$ cat src/design/brbp_pkg.sv
// ----------------------------------------------------------------------------
// brbp_pkg - shared types and constants of the byte ring buffer with peek
// Operation codes, status codes and default sizing used by the top level
// and by its port checker.
// ----------------------------------------------------------------------------
`default_nettype none

package brbp_pkg;

	// operation code carried with each input word
	typedef enum logic [1:0] {
		FUNC_PUSH  = 2'd0,
		FUNC_POP   = 2'd1,
		FUNC_PEEK  = 2'd2,
		FUNC_CLEAR = 2'd3
	} func_t;

	// result status
	localparam logic STATUS_DONE    = 1'b0;
	localparam logic STATUS_REFUSED = 1'b1;

	// default ring sizing and capacity register reset
	localparam int          DEF_MAX_CAPACITY = 255;
	localparam logic [7:0]  CAP_RESET        = 8'd255;

endpackage : brbp_pkg

`default_nettype wire

$ cat src/design/brbp_store.sv
// ----------------------------------------------------------------------------
// brbp_store - byte storage of the ring buffer
// Single-port-write, single-port-read memory with a registered read port.
// Read data holds until the next read enable.
// ----------------------------------------------------------------------------
`default_nettype none

module brbp_store #(
	parameter int DEPTH  = 256,
	parameter int ADDR_W = $clog2(DEPTH)
) (
	input  wire logic              clk,
	input  wire logic              we,
	input  wire logic [ADDR_W-1:0] waddr,
	input  wire logic [7:0]        wdata,
	input  wire logic              re,
	input  wire logic [ADDR_W-1:0] raddr,
	output logic      [7:0]        rdata
);

	logic [7:0] mem [DEPTH];

	// write port
	always_ff @(posedge clk) begin
		if (we) begin
			mem[waddr] <= wdata;
		end
	end

	// registered read port
	always_ff @(posedge clk) begin
		if (re) begin
			rdata <= mem[raddr];
		end
	end

endmodule : brbp_store

`default_nettype wire

$ cat src/design/byte_ring_buffer_with_peek.sv
// ----------------------------------------------------------------------------
// byte_ring_buffer_with_peek - byte circular buffer with push, pop, peek, clear
// Ring of capacity+1 slots with one slot kept empty; bytes live in a memory
// with a registered read port, pointers and block state live in flops.
// ----------------------------------------------------------------------------
// Usage:
//   Input channel (in_valid / in_stall) carries one operation word: func,
//   data, first_of_block, amount. Output channel (out_valid / out_stall)
//   returns exactly one result word per operation: status, read_byte,
//   fill_count, is_empty, in order.
//   Latency: the result is valid in the cycle after the operation is taken.
//   Throughput: one operation per cycle while the output is drained; the
//   pointers update at the accept edge and the memory read of a peek is
//   issued at that same edge, so a following operation sees the new state.
//   When the receiver stalls, the result register holds and in_stall rises
//   in the same cycle, so at most one finished result waits.
//   Reset (arst_n low) empties the buffer, clears the pointers and block
//   state, sets capacity to its reset value and drops any pending result.
//   A write on cfg_we sets the capacity register and empties the buffer;
//   the user issues it only while no operation is pending (unenforced).
//   Stored bytes are not cleared; only bytes written since can be peeked.
// ----------------------------------------------------------------------------
`default_nettype none

module byte_ring_buffer_with_peek #(
	parameter int MAX_CAPACITY = brbp_pkg::DEF_MAX_CAPACITY
) (
	input  wire logic             clk,
	input  wire logic             arst_n,
	// capacity register write
	input  wire logic             cfg_we,
	input  wire logic [7:0]       cfg_wdata,
	// operation channel
	input  wire logic             in_valid,
	output logic                  in_stall,
	input  wire brbp_pkg::func_t  func,
	input  wire logic [7:0]       data,
	input  wire logic             first_of_block,
	input  wire logic [7:0]       amount,
	// result channel
	output logic                  out_valid,
	input  wire logic             out_stall,
	output logic                  status,
	output logic      [7:0]       read_byte,
	output logic      [7:0]       fill_count,
	output logic                  is_empty
);

	import brbp_pkg::*;

	localparam int DEPTH   = MAX_CAPACITY + 1;
	localparam int IDX_W   = $clog2(DEPTH);
	localparam int AW      = (IDX_W > 8) ? IDX_W : 8;
	localparam int SW      = AW + 1;
	localparam int CAP_RST_INT = (int'(CAP_RESET) > MAX_CAPACITY) ? MAX_CAPACITY
		: ((int'(CAP_RESET) < 1) ? 1 : int'(CAP_RESET));
	localparam logic [AW-1:0] CAP_MAX = AW'(MAX_CAPACITY);
	localparam logic [AW-1:0] CAP_RST = AW'(CAP_RST_INT);
	localparam logic [AW-1:0] ONE_AW  = AW'(1);

	// state registers
	logic [AW-1:0]    cap_q;
	logic [IDX_W-1:0] front_q;
	logic [IDX_W-1:0] rear_q;
	logic             blk_acc_q;

	// result registers
	logic             out_valid_q;
	logic             status_q;
	logic             peek_ok_q;
	logic [7:0]       fill_q;
	logic             empty_q;

	logic             accept;
	logic [AW-1:0]    cfg_w;
	logic [AW-1:0]    cap_eff;
	logic [AW-1:0]    front_w;
	logic [AW-1:0]    rear_w;
	logic [SW-1:0]    slots;
	logic [SW-1:0]    fill_wide;
	logic [AW-1:0]    fill;
	logic [AW-1:0]    amt_w;
	logic [AW-1:0]    blk_len;
	logic             blk_acc_nxt;
	logic             push_ok;
	logic [IDX_W-1:0] rear_inc;
	logic [SW-1:0]    pop_sum;
	logic [SW-1:0]    pop_wrap;
	logic [SW-1:0]    peek_sum;
	logic [SW-1:0]    peek_wrap;
	logic             pop_ok;
	logic             peek_ok;
	logic [IDX_W-1:0] front_nxt;
	logic [IDX_W-1:0] rear_nxt;
	logic             blk_acc_upd;
	logic [AW-1:0]    fill_nxt;
	logic             status_nxt;
	logic [7:0]       rdata;

	// handshake: hold input while a result waits on a stalled receiver
	assign in_stall  = out_valid_q & out_stall;
	assign accept    = in_valid & ~in_stall;
	assign out_valid = out_valid_q;

	// effective capacity of a register write, clipped to 1..MAX_CAPACITY
	always_comb begin
		cfg_w = AW'(cfg_wdata);
		if (cfg_w == '0) begin
			cap_eff = ONE_AW;
		end else if (cfg_w > CAP_MAX) begin
			cap_eff = CAP_MAX;
		end else begin
			cap_eff = cfg_w;
		end
	end

	// current fill from the two pointers
	always_comb begin
		front_w = AW'(front_q);
		rear_w  = AW'(rear_q);
		slots   = SW'(cap_q) + SW'(1);
		if (rear_w >= front_w) begin
			fill_wide = SW'(rear_w) - SW'(front_w);
		end else begin
			fill_wide = slots + SW'(rear_w) - SW'(front_w);
		end
		fill = fill_wide[AW-1:0];
	end

	// push: block space check and rear advance
	always_comb begin
		amt_w       = AW'(amount);
		blk_len     = (amt_w == '0) ? ONE_AW : amt_w;
		blk_acc_nxt = first_of_block ? (blk_len <= (cap_q - fill)) : blk_acc_q;
		push_ok     = blk_acc_nxt & (fill < cap_q);
		rear_inc    = (rear_w == cap_q) ? '0 : rear_q + IDX_W'(1);
	end

	// pop and peek: front plus amount, wrapped once at the slot count
	always_comb begin
		pop_sum   = SW'(front_w) + SW'(amt_w);
		pop_wrap  = (pop_sum >= slots) ? pop_sum - slots : pop_sum;
		peek_sum  = pop_sum - SW'(1);
		peek_wrap = (peek_sum >= slots) ? peek_sum - slots : peek_sum;
		pop_ok    = (amt_w <= fill);
		peek_ok   = (amt_w != '0) && (amt_w <= fill);
	end

	// next pointers, fill and status for the accepted operation
	always_comb begin
		front_nxt   = front_q;
		rear_nxt    = rear_q;
		blk_acc_upd = blk_acc_q;
		fill_nxt    = fill;
		status_nxt  = STATUS_DONE;
		unique case (func)
			FUNC_PUSH: begin
				blk_acc_upd = blk_acc_nxt;
				if (push_ok) begin
					rear_nxt = rear_inc;
					fill_nxt = fill + ONE_AW;
				end else begin
					status_nxt = STATUS_REFUSED;
				end
			end
			FUNC_POP: begin
				if (pop_ok) begin
					front_nxt = pop_wrap[IDX_W-1:0];
					fill_nxt  = fill - amt_w;
				end else begin
					status_nxt = STATUS_REFUSED;
				end
			end
			FUNC_PEEK: begin
				if (!peek_ok) begin
					status_nxt = STATUS_REFUSED;
				end
			end
			FUNC_CLEAR: begin
				front_nxt = rear_q;
				fill_nxt  = '0;
			end
			default: begin
				status_nxt = STATUS_REFUSED;
			end
		endcase
	end

	// pointer, capacity and block state
	always_ff @(posedge clk or negedge arst_n) begin
		if (!arst_n) begin
			cap_q     <= CAP_RST;
			front_q   <= '0;
			rear_q    <= '0;
			blk_acc_q <= 1'b0;
		end else if (cfg_we) begin
			cap_q     <= cap_eff;
			front_q   <= '0;
			rear_q    <= '0;
			blk_acc_q <= 1'b0;
		end else if (accept) begin
			front_q   <= front_nxt;
			rear_q    <= rear_nxt;
			blk_acc_q <= blk_acc_upd;
		end
	end

	// result valid flag
	always_ff @(posedge clk or negedge arst_n) begin
		if (!arst_n) begin
			out_valid_q <= 1'b0;
		end else if (accept) begin
			out_valid_q <= 1'b1;
		end else if (!out_stall) begin
			out_valid_q <= 1'b0;
		end
	end

	// result payload
	always_ff @(posedge clk) begin
		if (accept) begin
			status_q  <= status_nxt;
			peek_ok_q <= (func == FUNC_PEEK) && peek_ok;
			fill_q    <= fill_nxt[7:0];
			empty_q   <= (fill_nxt == '0);
		end
	end

	// byte memory: push writes at rear, peek reads at front plus position
	brbp_store #(
		.DEPTH  (DEPTH),
		.ADDR_W (IDX_W)
	) u_store (
		.clk   (clk),
		.we    (accept && (func == FUNC_PUSH) && push_ok && !cfg_we),
		.waddr (rear_q),
		.wdata (data),
		.re    (accept && (func == FUNC_PEEK) && peek_ok),
		.raddr (peek_wrap[IDX_W-1:0]),
		.rdata (rdata)
	);

	// result ports
	assign status     = status_q;
	assign read_byte  = peek_ok_q ? rdata : 8'd0;
	assign fill_count = fill_q;
	assign is_empty   = empty_q;

endmodule : byte_ring_buffer_with_peek

`default_nettype wire

$ cat config.mk
export PLATFORM = sky130hd
export DESIGN_NAME = byte_ring_buffer_with_peek
export DESIGN_NICKNAME = d
export VERILOG_FILES = /design/src/design/brbp_pkg.sv /design/src/design/brbp_store.sv /design/src/design/byte_ring_buffer_with_peek.sv
export SDC_FILE = /design/constraint.sdc
export NUM_CORES = 2
export LEC_CHECK = 0
export BUFFER_PORTS_ARGS = -buffer_cell sky130_fd_sc_hd__buf_2
export CORE_UTILIZATION = 45
export DETAILED_ROUTE_END_ITERATION = 6
export GPL_TIMING_DRIVEN = 0
export PLACE_DENSITY = 0.68
export SLEW_MARGIN = 20
export SYNTH_ARGS = -nofsm -noshare
export SYNTH_HDL_FRONTEND = slang
export SYNTH_HIERARCHICAL = 1
export SYNTH_SLANG_ARGS = --single-unit
$ cat constraint.sdc
create_clock -name clk -period 6.6 [get_ports clk]
set_input_delay 1.32 -clock clk [delete_from_list [all_inputs] [get_ports clk]]
set_output_delay 1.32 -clock clk [all_outputs]
set_load 0.01 [all_outputs]
==> results <==
- The flow ran to the end, but the final reports show violations.
- The checks that failed: DRC, setup timing.
- Adding up every negative setup slack in the final design gives -405.59 ns.
- Across the run, the number of max-cap violations was 0.
- In the synthesized netlist, the cells that appear most often are 2067 x edfxtp_1, 454 x mux4_2, 333 x nor2_1, 150 x a21oi_1, 142 x mux2i_1.
- Headroom to the max-slew limit came out at between 15 and 20%.
- The sequential area share after synthesis is approximately three quarters.
- In the final design database the tool counted 5067 nets.
- The die area is 191000 um^2.
- Pin placement for this block handled 52 I/O pins.
- When the netlist entered floorplanning its net count stood at 4526.
- The maximum fanout encountered on the critical timing path is 8.
- Among all cell types in the netlist, the one instantiated most often is edfxtp_1.
- Global routing finished with a remaining overflow of 0.
- The total routed wirelength is ~260 mm.
- Data arrives at the worst endpoint at 7.46 ns.
- Relative to the synthesized area, the layout overhead comes to 22.34%.
- The critical path endpoint category is a register.
- In this run the remaining antenna-violating nets after routing total 0.
- The netlist area before placement is 85150 um^2.
- The count of pins over their slew limit is 0.
- The number of cells on the worst reg-to-reg path is 31.
- The DRC violation total after the first TritonRoute iteration is 7274.
- The power density over the cells is 465.5 nW/um^2.
- Setup repair after global routing could not meet its margin everywhere.
- At the end of routability-driven placement, the weighted congestion stood at ~0.96.
- Static timing analysis puts the maximum clock frequency at 0.1434 GHz.
- The final worst slack is -0.3726 ns.
- The initial utilization of the core area, before any placement, comes to between 40% and 50%.
- The first-pass GRT wire length is 358.6 mm.
- The total vias in the final route is a little under 50000.
- After synthesis the netlist holds a flip-flop and latch count of ~2100.
- After detailed placement, the design holds a cell count of 6983.
- The mean area per synthesized cell is 19.30 um^2.
- The final clock period utilization by the worst path is 105.6%.
- The clock arrives with 0.05817 ns of skew.
- The TritonCTS buffer count is between 150 and 200.
- No sink is reached through more buffers than the 3 on the longest clock path.
- The type of the most critical hold path is in -> async.
- After clock tree synthesis, the clock-pin slew on the worst setup and hold paths is ~0.07 ns.
- The total clock sinks is roughly 2100.
- The critical path's largest stage delay is 0.59 ns.
- The number of detailed-routing iterations run before antenna repair is 7.
- The via count of the first global-routing pass is 46820.
- The largest individual stage delay along the critical path comes from the cell dfstp_2.
- The die is 437.0 um tall.
- The post-route minimum period is 6.973 ns.
- The depth of the CTS H-tree is 4.
- For the worst setup path, the data required time is roughly 7 ns.
- The critical path is of the reg -> reg type.
- In the global route stage, overall resource usage came out at a little over a quarter.
- During synthesis, Yosys emitted a total of 6 warnings.
- The horizontal die dimension is ~440 um.
- In this run the cell area measured after placement is 90330 um^2.
- The initialized floorplan defines about 160 standard-cell rows.
- The startpoint identified for the worst register-to-register timing path is cap_q[0].
- Synthesis instantiated 93 different standard cells from the library.
- Setup violations remaining at the end of the flow were counted as 2033.
- Sorting the synthesized cells by area gives the leading types as edfxtp_1 73%, mux4_2 12%, mux2i_1 1.7%, nor2_1 1.5%, a22oi_1 1.2%.
- The post-route cell area is 104200 um^2.
- After detailed routing, the average wire length per cell comes to around 34 um.
- The endpoint of the most critical register-to-register path is u_store/mem[210][1].
- For this design the static power due to leakage is 32.95 nW.
- The post-route netlist has 36.65% of its cells at a drive strength greater than 1.
- During placement, the flow inserted port buffers numbering 50.
- TritonCTS built the clock tree.
- The buffer type at the clock tree root is clkbuf_16.
- The HPWL after detailed placement is between 150 and 200 mm.
- The maximum number of pins on one net before global-route repair is roughly 130.
- The latest clock arrival within the worst-skew pair is 0.86 ns.
- The reg-to-reg setup timing slack is -0.37 ns.
- The post-synthesis cell type with the largest combined area is edfxtp_1.
- The worst setup path is launched from a register.
- Dividing the detail-routed via count by the number of cells gives 6.394.
- Summed over its instances, the top area cell type makes up 72.89% of the synthesized netlist area.
- The number of enable-type register cells in the synthesized netlist is 2067.
- The largest vdd supply drop is 337.8 uV.
- The initial antenna violation count is 3.
- Excluding fillers, the count of instances in the completed layout stands at 7613.
- The total DRC errors in the routed layout is 5.
- The core region is 187800 um^2.
- The actual transition at the worst max-transition pin is 1.248 ns.
- Synthesis handed over a netlist of 4413 instances.
- In the synthesized netlist the async set-or-reset flop fraction comes to 1.242%.
- For this run, the leading register cell type out of synthesis is edfxtp_1.
- The hold violation total from the final report came to 0.
==> power by group <==
part           internal (mW)  switching, mW  leakage [nW]  total [mW]
Sequential              14.7         0.0317          18.9        14.7
Combinational           8.47           13.9          10.9        22.4
Clock                   6.39           5.00          3.13        11.4
Total                   29.6           18.9          32.9        48.5
==> per-stage QoR <==
| stage | hold WS [ns] | worst slack, ns | total power [mW] | util [%] |
|---|---|---|---|---|
| floorplan | 0.5071 | -0.1296 | 25.06 | - |
| global placement | 0.4960 | -3.685 | 32.52 | 47.65 |
| detailed placement | 0.5459 | -3.272 | 32.71 | 48.10 |
| CTS | 0.4343 | -0.6826 | 45.83 | 54.05 |
| global route | 0.4911 | -0.5245 | 49.26 | 55.47 |
| finish | 0.4993 | -0.3726 | 48.49 | 55.47 |
==> cell families (layout without fill, tap and decap cells) <==
group	after synthesis	in the layout	synth area share, %
AO/OA/AOI/OAI	559	559	4.542
XOR/XNOR	62	62	0.6377
adder cells (fa/ha/maj)	85	85	1.352
buffers and inverters	332	1035	2.148
flip-flops	2093	2093	73.67
multiplexers	615	615	13.98
other	0	2	0
AND/OR/NAND/NOR	667	667	3.674
==> registers in the layout (all words and copies together), names as in the netlist <==
register and count:
u_store/mem 2048, cap_q 8, fill_count 8, front_q 8, rear_q 8, u_store/rdata 8
blk_acc_q 1, is_empty 1, out_valid 1, peek_ok_q 1, status 1
==> what timing repair did <==
| action | in CTS | in global routing |
|---|---|---|
| pin swaps | 139 | 95 |
| gates cloned | 5 | 7 |
| hold buffers | 0 | 0 |
| setup endpoints to repair | 2073 | 2067 |
| resized for setup | 648 | 365 |
| buffers inserted | 150 | 109 |
==> cells in the final DEF, fill, tap and decap left out, types with 26 or more instances in the layout <==
master and instances:
a22oi_2 30, buf_16 43, a21oi_2 33, buf_6 36
buf_4 193, nor2_2 48, edfxtp_1 2067, clkinv_2 34
o221ai_1 26, a22oi_1 103, nor2_4 210, clkbuf_1 71
nor2b_1 35, xnor2_1 30, buf_8 31, buf_12 103
clkbuf_2 36, nand3_1 30, clkinv_1 49, clkbuf_16 228
mux4_2 454, o21ai_0 40, inv_1 66, mux2i_1 129
buf_2 52, o22ai_1 26, clkbuf_4 35, a21oi_1 109
ha_1 50, nand2_1 75, nor2_1 76
==> layout make-up <==
cell class,count,area (um^2)
Multi-Input combinational cell,1988,24470
Antenna cell,2,5.005
Buffer,248,2888
Inverter,78,305.3
Fill cell,13810,83630
Clock buffer,241,5231
Tap cell,2495,3122
Timing Repair Buffer,346,4208
Clock inverter,122,1202
Sequential cell,2093,62740
==> critical path: cells and delay by family, from the launching register on <==
kind / cells / cell delay (ns)
compound gates: 9 / 1.60
fa+ha+maj: 4 / 1.30
simple gates: 7 / 1.25
flops: 1 / 0.59
buf+inv: 7 / 1.12
xor+xnor: 4 / 0.72
==> metal layers <==
metal  wire [um]  up-vias  global-route usage (%)  part of all wire [%]
met4       17560        0                   14.56                   6.7
met3       34080      709                   7.085                    13
met5           0        -                       0                     0
li1            -    19270                       -                     -
met1       91530    25250                   35.36                    35
met2      119200     3449                   41.13                    45
==> worst max path at each step <==
stage	startpoint	endpoint	slack (ns)	cells past startpoint
after global placement	rear_q[0]	u_store/mem[143][1]	-3.69	33
after detailed placement	amount[0]	u_store/rdata[3]	-3.27	26
after CTS	amount[0]	u_store/rdata[6]	-0.68	30
final	cap_q[0]	u_store/mem[210][1]	-0.37	31
after floorplan	rear_q[0]	u_store/mem[79][0]	-0.13	31
after global routing	cap_q[0]	u_store/mem[215][7]	-0.52	35
(Power assumes the default switching activity.)
